## config.mk

```make
export PLATFORM = sky130hd
export DESIGN_NAME = gpu_pushbuffer_method_parser_core
export DESIGN_NICKNAME = d
export VERILOG_FILES = /design/src/design/gpm_pkg.sv /design/src/design/gpu_pushbuffer_method_parser_core.sv /design/src/design/gpm_front.sv /design/src/design/gpm_queue.sv /design/src/design/gpm_back.sv
export SDC_FILE = /design/constraint.sdc
export NUM_CORES = 1
export LEC_CHECK = 0
export BUFFER_PORTS_ARGS = -buffer_cell sky130_fd_sc_hd__buf_4
export CAP_MARGIN = 10
export CORE_AREA = 2 2 189 191
export CTS_CLUSTER_SIZE = 28
export DETAILED_ROUTE_END_ITERATION = 8
export DIE_AREA = 0 0 191 193
export GPL_ROUTABILITY_DRIVEN = 0
export PLACE_DENSITY_LB_ADDON = 0.05
export SETUP_SLACK_MARGIN = 0.15
export SYNTH_ARGS = -nofsm -noshare
export SYNTH_HDL_FRONTEND = slang
export SYNTH_HIERARCHICAL = 1
export SYNTH_SLANG_ARGS = --single-unit
export TNS_END_PERCENT = 100
```

## constraint.sdc

```tcl
create_clock -name clk -period 18.7 [get_ports clk]
set_input_delay 0.935 -clock clk [delete_from_list [all_inputs] [get_ports clk]]
set_output_delay 0.935 -clock clk [all_outputs]
set_load 0.02 [all_outputs]
```

## src/design/gpm_pkg.sv

```systemverilog
// Package with shared types and codes for the pushbuffer method parser.
`timescale 1ns / 1ps
package gpm_pkg;

  localparam logic [1:0] KIND_METHOD  = 2'd0;
  localparam logic [1:0] KIND_INLINE  = 2'd1;
  localparam logic [1:0] KIND_BADMODE = 2'd2;
  localparam logic [1:0] KIND_TRUNC   = 2'd3;

  localparam logic [3:0] MODE_INCR    = 4'd1;
  localparam logic [3:0] MODE_NONINCR = 4'd2;
  localparam logic [3:0] MODE_INLINE  = 4'd3;
  localparam logic [3:0] MODE_IGNORE  = 4'd4;

  typedef struct packed {
    logic [1:0]  kind;
    logic [13:0] method_addr;
    logic [2:0]  subchannel;
    logic [31:0] data;
  } result_t;

  typedef struct packed {
    result_t first;
    logic    two;
    result_t second;
  } record_t;

  typedef struct packed {
    logic owed_zero;
  } front_status_t;

  typedef struct packed {
    logic pending;
  } back_status_t;

endpackage

```

## src/design/gpu_pushbuffer_method_parser_core.sv

```systemverilog
// Top level of the pushbuffer method parser.
`timescale 1ns / 1ps
// The parser takes one command word per cycle while in_full is low and turns it into zero,
// one or two requests on the result side. Words that produce at most one request sustain
// one word per cycle while out_pop drains the output stage; a word that produces two
// requests (a write plus a truncation error on the final word) holds the single-request
// output stage for both requests in turn. The decoder and the output stage are separated
// by a record queue of QUEUE_DEPTH entries, so in_full only rises once that queue has
// filled; a result passes through the record queue and then the output register.
module gpu_pushbuffer_method_parser_core #(
  parameter int QUEUE_DEPTH = 4
) (
  input  logic        clk,
  input  logic        rst_n,
  input  logic        in_push,
  output logic        in_full,
  input  logic [31:0] in_word,
  input  logic        in_final_word,
  output logic        out_empty,
  input  logic        out_pop,
  output logic [1:0]  out_kind,
  output logic [13:0] out_method_addr,
  output logic [2:0]  out_subchannel,
  output logic [31:0] out_data,
  output logic        out_last_of_run
);
  import gpm_pkg::*;

  localparam int CNT_W = $clog2(QUEUE_DEPTH + 1);

  logic              accept;
  logic              rec_push;
  record_t           rec;
  front_status_t     fr_status;
  logic              q_pop, q_valid;
  record_t           q_head;
  logic [CNT_W-1:0]  q_count;
  result_t           res;
  back_status_t      bk_status;

  assign accept = in_push && !in_full;

  gpm_front u_front (
    .clk        (clk),
    .rst_n      (rst_n),
    .accept     (accept),
    .word       (in_word),
    .final_word (in_final_word),
    .rec_push   (rec_push),
    .rec        (rec),
    .status     (fr_status)
  );

  gpm_queue #(
    .DEPTH (QUEUE_DEPTH)
  ) u_queue (
    .clk      (clk),
    .rst_n    (rst_n),
    .push     (rec_push),
    .push_rec (rec),
    .pop      (q_pop),
    .full     (in_full),
    .valid    (q_valid),
    .head     (q_head),
    .count    (q_count)
  );

  gpm_back u_back (
    .clk       (clk),
    .rst_n     (rst_n),
    .q_valid   (q_valid),
    .q_head    (q_head),
    .q_pop     (q_pop),
    .out_pop   (out_pop),
    .out_empty (out_empty),
    .out_res   (res),
    .out_last  (out_last_of_run),
    .status    (bk_status)
  );

  assign out_kind        = res.kind;
  assign out_method_addr = res.method_addr;
  assign out_subchannel  = res.subchannel;
  assign out_data        = res.data;

  a_pending_has_output: assert property (@(posedge clk) disable iff (!rst_n)
    bk_status.pending |-> !out_empty)
    else $error("second request pending without an occupied output stage");

  a_queue_bound: assert property (@(posedge clk) disable iff (!rst_n)
    q_count <= CNT_W'(QUEUE_DEPTH))
    else $error("record queue count above its depth");

  a_final_clears_owed: assert property (@(posedge clk) disable iff (!rst_n)
    (accept && in_final_word) |=> fr_status.owed_zero)
    else $error("argument words still owed after the final word");

  a_second_is_last: assert property (@(posedge clk) disable iff (!rst_n)
    (bk_status.pending && out_pop && !out_empty) |=> (out_last_of_run && !out_empty))
    else $error("second request of a word not marked as last");

endmodule

```

## src/design/gpm_front.sv

```systemverilog
// Front end: decodes command words, tracks owed arguments and builds result records.
`timescale 1ns / 1ps
module gpm_front (
  input  logic                   clk,
  input  logic                   rst_n,
  input  logic                   accept,
  input  logic [31:0]            word,
  input  logic                   final_word,
  output logic                   rec_push,
  output gpm_pkg::record_t       rec,
  output gpm_pkg::front_status_t status
);
  import gpm_pkg::*;

  logic [11:0] owed_r, owed_nxt;
  logic [13:0] method_r, method_nxt;
  logic [2:0]  sub_r, sub_nxt;
  logic        incr_r, incr_nxt;

  logic        r0_valid;
  result_t     r0;
  logic        trunc;
  result_t     tr;
  logic [3:0]  mode;

  always_comb begin
    owed_nxt   = owed_r;
    method_nxt = method_r;
    sub_nxt    = sub_r;
    incr_nxt   = incr_r;
    r0_valid   = 1'b0;
    r0         = '0;
    mode       = word[31:28];
    if (owed_r != 12'd0) begin
      r0_valid = 1'b1;
      r0 = '{kind: KIND_METHOD, method_addr: method_r, subchannel: sub_r, data: word};
      if (incr_r) begin
        method_nxt = method_r + 14'd1;
      end
      owed_nxt = owed_r - 12'd1;
    end else begin
      case (mode)
        MODE_INCR, MODE_NONINCR: begin
          owed_nxt   = word[27:16];
          method_nxt = {1'b0, word[12:0]};
          sub_nxt    = word[15:13];
          incr_nxt   = (mode == MODE_INCR);
        end
        MODE_INLINE: begin
          r0_valid = 1'b1;
          r0 = '{kind: KIND_INLINE, method_addr: {1'b0, word[12:0]},
                 subchannel: word[15:13], data: {20'd0, word[27:16]}};
        end
        MODE_IGNORE: begin
          r0_valid = 1'b0;
        end
        default: begin
          r0_valid = 1'b1;
          r0 = '{kind: KIND_BADMODE, method_addr: 14'd0, subchannel: 3'd0,
                 data: {28'd0, mode}};
        end
      endcase
    end
    trunc = final_word && (owed_nxt != 12'd0);
    tr = '{kind: KIND_TRUNC, method_addr: method_nxt, subchannel: sub_nxt,
           data: {20'd0, owed_nxt}};
    if (final_word) begin
      owed_nxt = 12'd0;
    end
  end

  assign rec_push         = accept && (r0_valid || trunc);
  assign rec.first        = r0_valid ? r0 : tr;
  assign rec.two          = r0_valid && trunc;
  assign rec.second       = tr;
  assign status.owed_zero = (owed_r == 12'd0);

  always_ff @(posedge clk) begin
    if (!rst_n) begin
      owed_r   <= '0;
      method_r <= '0;
      sub_r    <= '0;
      incr_r   <= 1'b0;
    end else if (accept) begin
      owed_r   <= owed_nxt;
      method_r <= method_nxt;
      sub_r    <= sub_nxt;
      incr_r   <= incr_nxt;
    end
  end

endmodule

```

## src/design/gpm_queue.sv

```systemverilog
// Small record queue that decouples the front end from the back end.
`timescale 1ns / 1ps
module gpm_queue #(
  parameter int DEPTH = 4
) (
  input  logic                            clk,
  input  logic                            rst_n,
  input  logic                            push,
  input  gpm_pkg::record_t                push_rec,
  input  logic                            pop,
  output logic                            full,
  output logic                            valid,
  output gpm_pkg::record_t                head,
  output logic [$clog2(DEPTH+1)-1:0]      count
);
  import gpm_pkg::*;

  localparam int PTR_W = (DEPTH > 1) ? $clog2(DEPTH) : 1;
  localparam int CNT_W = $clog2(DEPTH + 1);
  localparam logic [PTR_W-1:0] LAST_PTR = PTR_W'(DEPTH - 1);

  record_t           slot_r [DEPTH];
  logic [PTR_W-1:0]  wr_r, rd_r;
  logic [CNT_W-1:0]  cnt_r;
  logic              do_push, do_pop;

  assign full    = (cnt_r == CNT_W'(DEPTH));
  assign valid   = (cnt_r != '0);
  assign head    = slot_r[rd_r];
  assign count   = cnt_r;
  assign do_push = push && !full;
  assign do_pop  = pop && valid;

  always_ff @(posedge clk) begin
    if (do_push) begin
      slot_r[wr_r] <= push_rec;
    end
  end

  always_ff @(posedge clk) begin
    if (!rst_n) begin
      wr_r  <= '0;
      rd_r  <= '0;
      cnt_r <= '0;
    end else begin
      if (do_push) begin
        wr_r <= (wr_r == LAST_PTR) ? '0 : wr_r + PTR_W'(1);
      end
      if (do_pop) begin
        rd_r <= (rd_r == LAST_PTR) ? '0 : rd_r + PTR_W'(1);
      end
      if (do_push && !do_pop) begin
        cnt_r <= cnt_r + CNT_W'(1);
      end else if (do_pop && !do_push) begin
        cnt_r <= cnt_r - CNT_W'(1);
      end
    end
  end

endmodule

```

## src/design/gpm_back.sv

```systemverilog
// Back end: splits records into single results and holds the output register.
`timescale 1ns / 1ps
module gpm_back (
  input  logic                  clk,
  input  logic                  rst_n,
  input  logic                  q_valid,
  input  gpm_pkg::record_t      q_head,
  output logic                  q_pop,
  input  logic                  out_pop,
  output logic                  out_empty,
  output gpm_pkg::result_t      out_res,
  output logic                  out_last,
  output gpm_pkg::back_status_t status
);
  import gpm_pkg::*;

  logic    out_valid_r;
  result_t out_r;
  logic    last_r;
  logic    sec_valid_r;
  result_t sec_r;
  logic    load;

  assign load           = !out_valid_r || out_pop;
  assign q_pop          = load && !sec_valid_r && q_valid;
  assign out_empty      = !out_valid_r;
  assign out_res        = out_r;
  assign out_last       = last_r;
  assign status.pending = sec_valid_r;

  always_ff @(posedge clk) begin
    if (load) begin
      if (sec_valid_r) begin
        out_r  <= sec_r;
        last_r <= 1'b1;
      end else begin
        out_r  <= q_head.first;
        last_r <= !q_head.two;
      end
    end
    if (q_pop) begin
      sec_r <= q_head.second;
    end
  end

  always_ff @(posedge clk) begin
    if (!rst_n) begin
      out_valid_r <= 1'b0;
      sec_valid_r <= 1'b0;
    end else if (load) begin
      if (sec_valid_r) begin
        out_valid_r <= 1'b1;
        sec_valid_r <= 1'b0;
      end else begin
        out_valid_r <= q_valid;
        sec_valid_r <= q_valid && q_head.two;
      end
    end
  end

endmodule
```

Yosys cells after proc, flatten, opt, wreduce, memory -nomap -nowiden
Memories as Yosys holds them, arrays and structs flattened. A register that Yosys moved wholly into a read port is not among the register bits.
Cells that the tools add are included.

word-level totals
  flip-flop bits (word level) = 142
  RAM bits = 324
  logic and storage cells = 83
  memories = 1

memory list
  name            words  width  rd ports  clocked after Yosys merged registers in  write ports  line             source
  u_queue.slot_r  4      81     1         1                                        1            gpm_queue.sv:22  record_t slot_r [DEPTH];

operators by class
  $add $sub $neg = 6
  equality and inequality tests = 7
  mux-type cells = 24
  bitwise gates (word level) = 1
  reductions and logical operators = 26

operators with widths
  kind                   number
  $mux 51                3
  $pmux 51 s2            1
  $mux 14                3
  $mux 12                3
  $reduce_bool 12->1     2
  $add 14x1->14 const B  1
  $mux 3                 4
  $sub 12x1->12 const B  1
  $logic_and 1x1->1      11
  $eq 4x2->1 const B     2
  $mux 2                 4
  $logic_not 1->1        6
  $mux 1                 6
  $add 2x1->2 const B    2
  $eq 2x2->1 const B     2
  $eq 4x1->1 const B     1
  $eq 4x3->1 const B     1
  $add 3x1->3 const B    1
  $eq 3x3->1 const B     1
  $reduce_and 3->1       1
  $reduce_bool 3->1      1
  $reduce_or 3->1        1
  $sub 3x1->3 const B    1
  $logic_or 1x1->1       2
  other kinds (3)        3

Depth between registers and ports, before layout
Gate-level depths: netlist of run 1.

  depth in word-level cells = 13
  depth in mapped cells = 19
  depth with buffers taken out = 16

By module
The synthesis of run 1 kept the hierarchy.

modules (own cells, without submodules)
  module                             times used  cells each  area each (µm²)  sequential area each (µm²)
  gpm_queue                          1           589         15412.3          12552.0
  gpm_back                           1           171         3958.8           3133.0
  gpm_front                          1           440         3071.7           600.6
  gpu_pushbuffer_method_parser_core  1           1           13.8             0.0

Least setup slack after synthesis of run 1
No wires, ideal clock.

  path kind = input-to-reg
  from = input out_pop
  to = register u_queue.cnt_r[2], in the netlist u_queue/count[2]
  library setup time = 0.076 ns
  arrival time = 6.695 ns
  data required time = 18.624 ns
  setup slack = 11.930 ns
  stages on the path = 9
  path buffers = 0
  cells stage by stage = nor2b_1 > nor3b_1 > o31ai_1 > ha_1 > inv_1 > fa_1 > xor2_1 > or3_1 > a21boi_0

on the way
  longest elaborated chain between the ends = 7
  elaborated cells on any way between the ends = 9

RTL lines
  what                                                line                                     source
  start, declared                                     gpu_pushbuffer_method_parser_core.sv:20  input logic out_pop,
  $logic_or 1x1->1 (*)                                gpm_back.sv:24                           assign load = !out_valid_r || out_pop;
  $logic_and 1x1->1 (*) (2 in a row)                  gpm_back.sv:25                           assign q_pop = load && !sec_valid_r && q_valid;
  named net q_pop                                     gpu_pushbuffer_method_parser_core.sv:35  logic q_pop, q_valid;
  $logic_and 1x1->1 (*)                               gpm_queue.sv:32                          assign do_pop = pop && valid;
  $logic_not 1->1                                     gpm_queue.sv:52                          if (do_push && !do_pop) begin
  $logic_and 1x1->1                                   gpm_queue.sv:52
  $mux 3 / $reduce_bool 2->1 (equally long branches)  --
  end signal, assigned                                gpm_queue.sv:53                          cnt_r <= cnt_r + CNT_W'(1);
  end signal, assigned                                gpm_queue.sv:55                          cnt_r <= cnt_r - CNT_W'(1);
  end, declared                                       gpm_queue.sv:24                          logic [CNT_W-1:0] cnt_r;

The timed path passes the listed nets; every way through them passes the cells marked *.
A chain may end at the register's enable or synchronous reset.

==> flow_summary.ini, run 1 <==
[cts]
clock_insertion_delay_worst_skew_ns = 0.59
cts.root.buffer_cell = sky130_fd_sc_hd__clkbuf_16
numCtsBuffers = 53
cts_tree = yes
clkSlewWorstSetupHoldPaths_ns = 0.06
postcts_setup_bufs = 0
cts_num_sinks = 556
cts_repair_resize_count = 0
cts_hold_repair.buffers = 0
ctsLongestPathBuffers = 3
h-tree-depth = 2

[timing]
relSlewSlack_pct = 30.80
final.setup.tns_ns = 0
hold-worst-slack_ns = 0.4786
highest_attainable_clock_frequency_ghz = 0.1734
slew_viol_final = 0
tightest_slew_ns = 1.030
timing.final.crit_period_ns = 5.765
min_period_over_period_pct = 30.83
report.final.setup_viol = 0
fin_skew_ns = 0.01193
grt_setup_unrepaired = false
finalHoldViolCount = 0

[floorplan]
row_count = 69
die_area_um2 = 36860
floorplan.die.width_um = 191
ioPinCount = 91
initial_utilization_pct = 64.23
core_footprint_um2 = 34960
die_y_um = 193

[synth]
total_of_warnings_raised_by_yosys = 6
largest_area_contributor_in_the_netlist = sky130_fd_sc_hd__edfxtp_1
ys_top_cells_by_area = sky130_fd_sc_hd__edfxtp_1, sky130_fd_sc_hd__mux4_2, sky130_fd_sc_hd__dfxtp_1, sky130_fd_sc_hd__mux2_4, sky130_fd_sc_hd__nor2_1
synth-adder-area-share_pct = 0.5906
synth_cells = 1201
netlist.area_leader.share_pct = 68.87
synth_compound_gate_area_share_pct = 4.519
ys_async_sr_fraction_pct = 0
number_of_synthesized_register_bits = 556
synthesis.area_per_instance_um2 = 18.70
synth_edf_count = 515
synth-seq-area-share_pct = 72.52
synth.cell_area_um2 = 22460
post_synth_and_or_nand_nor_area_fraction_pct = 4.847
synth.distinct_cells = 75
synth-main-ff-cell = sky130_fd_sc_hd__edfxtp_1
dominant_combinational_cell_family_by_area_after_synthesis = multiplexers
synth_xor_xnor_area_share_pct = 0.3510
mux_contribution_to_synthesized_area_pct = 14.05

[run]
max_cap_violations = 0

[setup_path]
critical_path.max_fanout = 53
crit_path_cell_trace = inv_1 -> ha_1 -> nor4b_4 -> nand3_2 -> inv_2 -> nand2_1 -> o21ai_1 -> nor3_1 -> a41oi_1 -> nor2b_1 -> and2_4 -> buf_4
number_of_cells_on_the_worst_reg_to_reg_path = 12
largest_incremental_delay_on_the_critical_path_ns = 0.83
timing.critical_path.arrival_ns = 5.98
critical_setup_path_kind = flop to flop
worst-path-buf-inv = 3
critical_path.endpoint_type = flop
critical_path.top_delay_family = simple AND/OR/NAND/NOR gates
startpoint_type = flop
regToRegEndpoint = u_queue/slot_r[1][54]$_DFFE_PP_
rrSetupSlack_ns = 12.93
reg2reg_from = u_front/owed_r[0]$_SDFFE_PN0P_
timing.critical_path.slowest_stage_cell = sky130_fd_sc_hd__and2_4
worstPathRequired_ns = 18.91

[global_route]
antenna_found_initial = 2
gr-total-overflow = 0
grt_use_total_pct = 25.03
grt_max_degree = 68
grt_first_pass_wirelength_um = 67240
grt_pass1_vias = 11120

[hold_path]
holdCritStartpoint = u_front/sub_r[1]$_SDFFE_PN0P_
min_path_cells = 2
endpoint_with_the_worst_hold_slack = u_front/sub_r[1]$_SDFFE_PN0P_
worst_min_delay_path_category = flop to flop

[place]
placed_cell_area_um2 = 23260
place.port_buffers = 90
place_hpwl_um = 26670

[final_layout]
fin_nets = 1336
final_area_um2 = 24980
syn2layout_area_growth_pct = 11.25
drive_gt1_share_pct = 26.95
fillerInstances = 2099

[drt]
drt_wl_total_um = 44380
drtPass1Iterations = 5
detail_route.drc_violations = 0
routed_vias_inst = 6.226
drtIter0Drc = 1154
vias = 11170
routed_wire_length_per_instance_um = 24.74
antenna_violating_nets_left = 0

[run_status]
run_status = completed
==> cells in the final DEF (no fill, tap or decap), drive strengths merged, types with 13 or more instances in the layout <==
| cell | instances |
|---|---|
| a21oi | 26 |
| a22o | 13 |
| and2 | 31 |
| buf | 103 |
| clkbuf | 70 |
| clkinv | 21 |
| conb | 22 |
| dfxtp | 41 |
| edfxtp | 515 |
| inv | 13 |
| mux2 | 51 |
| mux2i | 13 |
| mux4 | 103 |
| nand2 | 49 |
| nand3 | 23 |
| nor2 | 61 |
| o21ai | 31 |
==> cells in the mapped netlist, types with 8 or more instances <==
cell and number:
sky130_fd_sc_hd__a21oi_1 26, sky130_fd_sc_hd__a22o_1 13, sky130_fd_sc_hd__a22oi_1 11, sky130_fd_sc_hd__and2_1 31, sky130_fd_sc_hd__buf_12 8, sky130_fd_sc_hd__buf_2 14, sky130_fd_sc_hd__buf_4 25, sky130_fd_sc_hd__buf_6 9
sky130_fd_sc_hd__clkbuf_1 26, sky130_fd_sc_hd__dfxtp_1 41, sky130_fd_sc_hd__edfxtp_1 515, sky130_fd_sc_hd__ha_1 9, sky130_fd_sc_hd__inv_1 11, sky130_fd_sc_hd__mux2_2 16, sky130_fd_sc_hd__mux2_4 35, sky130_fd_sc_hd__mux2i_1 13
sky130_fd_sc_hd__mux4_2 103, sky130_fd_sc_hd__nand2_1 49, sky130_fd_sc_hd__nand3_1 23, sky130_fd_sc_hd__nor2_1 61, sky130_fd_sc_hd__nor3_1 11, sky130_fd_sc_hd__o21ai_0 30
==> cells by family (layout without fill, tap and decap cells) <==
family | count (synthesis) | in the layout
muxes | 167 | 167
buffers and inverters | 102 | 213
adders and majority gates | 10 | 10
and+or+nand+nor | 214 | 214
DFF | 556 | 556
xor gates and xnor gates | 9 | 9
other | 2 | 23
AOI/OAI and AO/OA | 141 | 141
==> layout make-up <==
class / instances / area [µm²] / area share [%]
clock buffers: 70 / 1433 / 5.734
inverters: 12 / 45.04 / 0.1803
clock inverters: 28 / 282.8 / 1.132
multi-input cells: 563 / 5573 / 22.31
diodes: 1 / 2.502 / 0.01002
repair buffers: 103 / 773.2 / 3.095
well taps: 461 / 576.8 / 2.309
flip-flops and latches: 556 / 16300 / 65.23
==> sequential cells by signal, summed over array words and instances, names as in the netlist, named ones only <==
register and flops:
u_back/sec_r 51, u_front/owed_r 12, u_queue/wr_r 2, u_front/incr_r 1
u_back/status 1, u_queue/rd_r 2, u_front/method_r 14, u_back/out_valid_r 1
u_back/out_last 1, u_front/sub_r 3, u_queue/count 3, u_queue/slot_r 412
u_back/out_res 51
==> metal layers <==
layer  part of all wire, %  up-vias  GRT usage (%)
met5                     0        -              0
met4                   2.2        0          7.871
met3                   7.4       61          4.941
met2                    48      432          39.28
met1                    42     5726          36.26
li1                      -     4951              -
==> per-stage QoR <==
step	util (%)	cells	setup WS [ns]
2_1_floorplan	-	1221	11.93
3_3_place_gp	66.54	1695	12.68
3_5_place_dp	66.54	1695	12.59
4_1_cts	71.44	1793	12.95
5_1_grt	71.44	1793	12.51
6_report	71.45	1794	12.93
==> worst min-delay path: stages (launching register included) <==
cell,delay (ns)
sky130_fd_sc_hd__dfxtp_1,0.32
sky130_fd_sc_hd__nand2_1,0.06
sky130_fd_sc_hd__a21oi_1,0.05
==> worst max path at each step <==
stage / depth (start not counted) / startpoint / end
after detailed placement: 10 / in_word[30] / u_queue/slot_r[1][13]$_DFFE_PP_
after global placement: 10 / in_word[28] / u_queue/slot_r[0][94]$_DFFE_PP_
after global routing: 12 / u_front/owed_r[0]$_SDFFE_PN0P_ / u_queue/slot_r[1][54]$_DFFE_PP_
after CTS: 12 / u_front/owed_r[0]$_SDFFE_PN0P_ / u_queue/slot_r[1][20]$_DFFE_PP_
final: 12 / u_front/owed_r[0]$_SDFFE_PN0P_ / u_queue/slot_r[1][54]$_DFFE_PP_
after floorplan: 9 / out_pop / u_queue/count[2]$_SDFFE_PN0P_
Power of run 1 is left out: the tool's default activity adds up to more than one toggle a clock period on the data nets, which glitch-free logic cannot reach.
==> run 2, diff against run 1 <==
--- a/config.mk
+++ b/config.mk
@@ -7,10 +7,10 @@
 export LEC_CHECK = 0
 export BUFFER_PORTS_ARGS = -buffer_cell sky130_fd_sc_hd__buf_4
 export CAP_MARGIN = 10
-export CORE_AREA = 2 2 189 191
+export CORE_AREA = 2 2 194 196
 export CTS_CLUSTER_SIZE = 28
 export DETAILED_ROUTE_END_ITERATION = 8
-export DIE_AREA = 0 0 191 193
+export DIE_AREA = 0 0 196 198
 export GPL_ROUTABILITY_DRIVEN = 0
 export PLACE_DENSITY_LB_ADDON = 0.05
 export SETUP_SLACK_MARGIN = 0.15
==> constraint.sdc (replaced) <==
create_clock -name clk -period 5.6 [get_ports clk]
set_input_delay 0.28 -clock clk [delete_from_list [all_inputs] [get_ports clk]]
set_output_delay 0.28 -clock clk [all_outputs]
set_load 0.02 [all_outputs]
==> run 2 against run 1 <==
Sequential share of layout area shrank 0.88 points. Critical path type unchanged. Worst hold slack lost 0.40 ns. Via count grew 0.30%. Count of clock-buffer cells in the layout shrank 1. Die area grew 5.3%. Flip-flop and latch count is the same. Register-to-register slack lost 12 ns. Critical endpoint is now u_queue/count[2]$_SDFFE_PN0P_. Final cell count grew 1.8%.
==> flow_summary.ini, run 2 (synthesis results as in run 1) <==
[global_route]
met3_track_usage_gr_pct = 3.202
antenna_found_initial = 0
global_route.usage.met2_pct = 38.39
grt_use_total_pct = 24.01
grt_pass1_vias = 11091
gr-total-overflow = 0
grt_first_pass_wirelength_um = 68200
grt_max_degree = 56
busiest_layer = met2
grtUsageMet1_pct = 34.77

[timing]
fin_skew_ns = 0.01944
tightest_slew_ns = 1.020
timing.final.crit_period_ns = 4.874
hold-worst-slack_ns = 0.08102
min_period_over_period_pct = 87.03
final.setup.tns_ns = 0
slew_viol_final = 0
highest_attainable_clock_frequency_ghz = 0.2052
grt_setup_unrepaired = false
report.final.setup_viol = 0
relSlewSlack_pct = 31.45
finalHoldViolCount = 0

[drt]
detail_route.drc_violations = 0
drtPass1Iterations = 6
antenna_violating_nets_left = 0
drtIter0Drc = 1085
drt_wl_total_um = 45840
vias = 11203
routed_wire_length_per_instance_um = 25.09
routed_vias_inst = 6.132

[setup_path]
number_of_cells_on_the_worst_reg_to_reg_path = 17
critical_path.max_fanout = 27
critical_setup_path_kind = flop to flop
critical_path.startpoint = u_front/owed_r[0]$_SDFFE_PN0P_
critical_path.endpoint_type = flop
reg2reg_from = u_front/owed_r[0]$_SDFFE_PN0P_
timing.critical_path.arrival_ns = 5.39
startpoint_type = flop
worstPathRequired_ns = 6.11
rrSetupSlack_ns = 0.73
regToRegEndpoint = u_queue/count[2]$_SDFFE_PN0P_

[final_layout]
layout_common_cells = sky130_fd_sc_hd__edfxtp_1, sky130_fd_sc_hd__buf_4, sky130_fd_sc_hd__mux4_2
fin_nets = 1355
largest_register_ff_count = 412
postLayoutCoreUtil_pct = 68.53
layout_commonest_cell = sky130_fd_sc_hd__edfxtp_1
drive_gt1_share_pct = 28.60
final_area_um2 = 25320
largest-register = u_queue/slot_r
fillerInstances = 2408
syn2layout_area_growth_pct = 12.77
antennaDiodeCount = 0

[cts]
ctsLongestPathBuffers = 3
cts_tree = yes
h-tree-depth = 2
cts.root.buffer_cell = sky130_fd_sc_hd__clkbuf_16
cts_num_sinks = 556
postcts_setup_bufs = 0
clkSlewWorstSetupHoldPaths_ns = 0.07
numCtsBuffers = 54
clock_insertion_delay_worst_skew_ns = 0.59

[place]
place_hpwl_um = 28580
placed_cell_area_um2 = 23500
place.port_buffers = 90

[floorplan]
floorplan.die.width_um = 196
die_area_um2 = 38810
die_y_um = 198
initial_utilization_pct = 60.77
ioPinCount = 91
row_count = 71
core_footprint_um2 = 36960

[hold_path]
endpoint_with_the_worst_hold_slack = u_back/out_valid_r$_SDFFE_PN0P_
min_path_cells = 2
worst_min_delay_path_category = primary input to flop
holdCritStartpoint = rst_n

[run_status]
run_status = completed

[run]
max_cap_violations = 0
## run 2: through the flow
step / worst slack (ns) / std cells
after floorplan: 0.2331 / 1221
after global placement: 0.9986 / 1723
after detailed placement: 0.8208 / 1723
after CTS: 0.8057 / 1827
after global routing: 0.4052 / 1827
final: 0.7261 / 1827
## run 2: worst max-delay path, stage by stage, from the launching register on
cell	delay, ns
sky130_fd_sc_hd__dfxtp_1	0.39
sky130_fd_sc_hd__inv_1	0.12
sky130_fd_sc_hd__ha_1	0.17
sky130_fd_sc_hd__nor4b_4	0.40
sky130_fd_sc_hd__nand3_2	0.41
sky130_fd_sc_hd__inv_2	0.28
sky130_fd_sc_hd__buf_4	0.32
sky130_fd_sc_hd__nand2_1	0.13
sky130_fd_sc_hd__o21ai_1	0.19
sky130_fd_sc_hd__nor3_1	0.11
sky130_fd_sc_hd__a41oi_1	0.37
sky130_fd_sc_hd__nor2b_1	0.55
sky130_fd_sc_hd__ha_1	0.29
sky130_fd_sc_hd__inv_1	0.06
sky130_fd_sc_hd__fa_1	0.37
sky130_fd_sc_hd__xor2_1	0.16
sky130_fd_sc_hd__or3_1	0.30
sky130_fd_sc_hd__a21boi_0	0.16
## run 2: metal layers
layer,part of all wire (%),vias to the layer above,routed length (µm)
met5,0,-,0
li1,-,4996,-
met2,48,352,22130
met3,5.2,83,2378
met4,2.6,0,1191
met1,44,5772,20150
## run 2: layout make-up
class                   instances  area, µm²  share of cell area [%]
clock buffers                  69       1479                   5.840
clock inverters                32      315.3                   1.245
inverters                      12      45.04                  0.1779
multi-input cells             563       5579                   22.03
flip-flops and latches        556      16300                   64.35
well taps                     474      593.1                   2.342
repair buffers                121       1016                   4.012
## run 2: worst max path at each step
stage,end,slack [ns]
after global routing,u_queue/count[2]$_SDFFE_PN0P_,0.41
final,u_queue/count[2]$_SDFFE_PN0P_,0.73
after CTS,u_queue/count[2]$_SDFFE_PN0P_,0.81
after detailed placement,u_queue/count[2]$_SDFFE_PN0P_,0.82
after floorplan,u_queue/slot_r[1][0]$_DFFE_PP_,0.23
after global placement,u_queue/count[2]$_SDFFE_PN0P_,1.0
## run 2: what timing repair did
item / CTS / global route
hold buffers: 3 / 0
gates resized for setup: 0 / 0
endpoints found under the hold margin: 3 / 0
Power of run 2 is left out for the same reason.
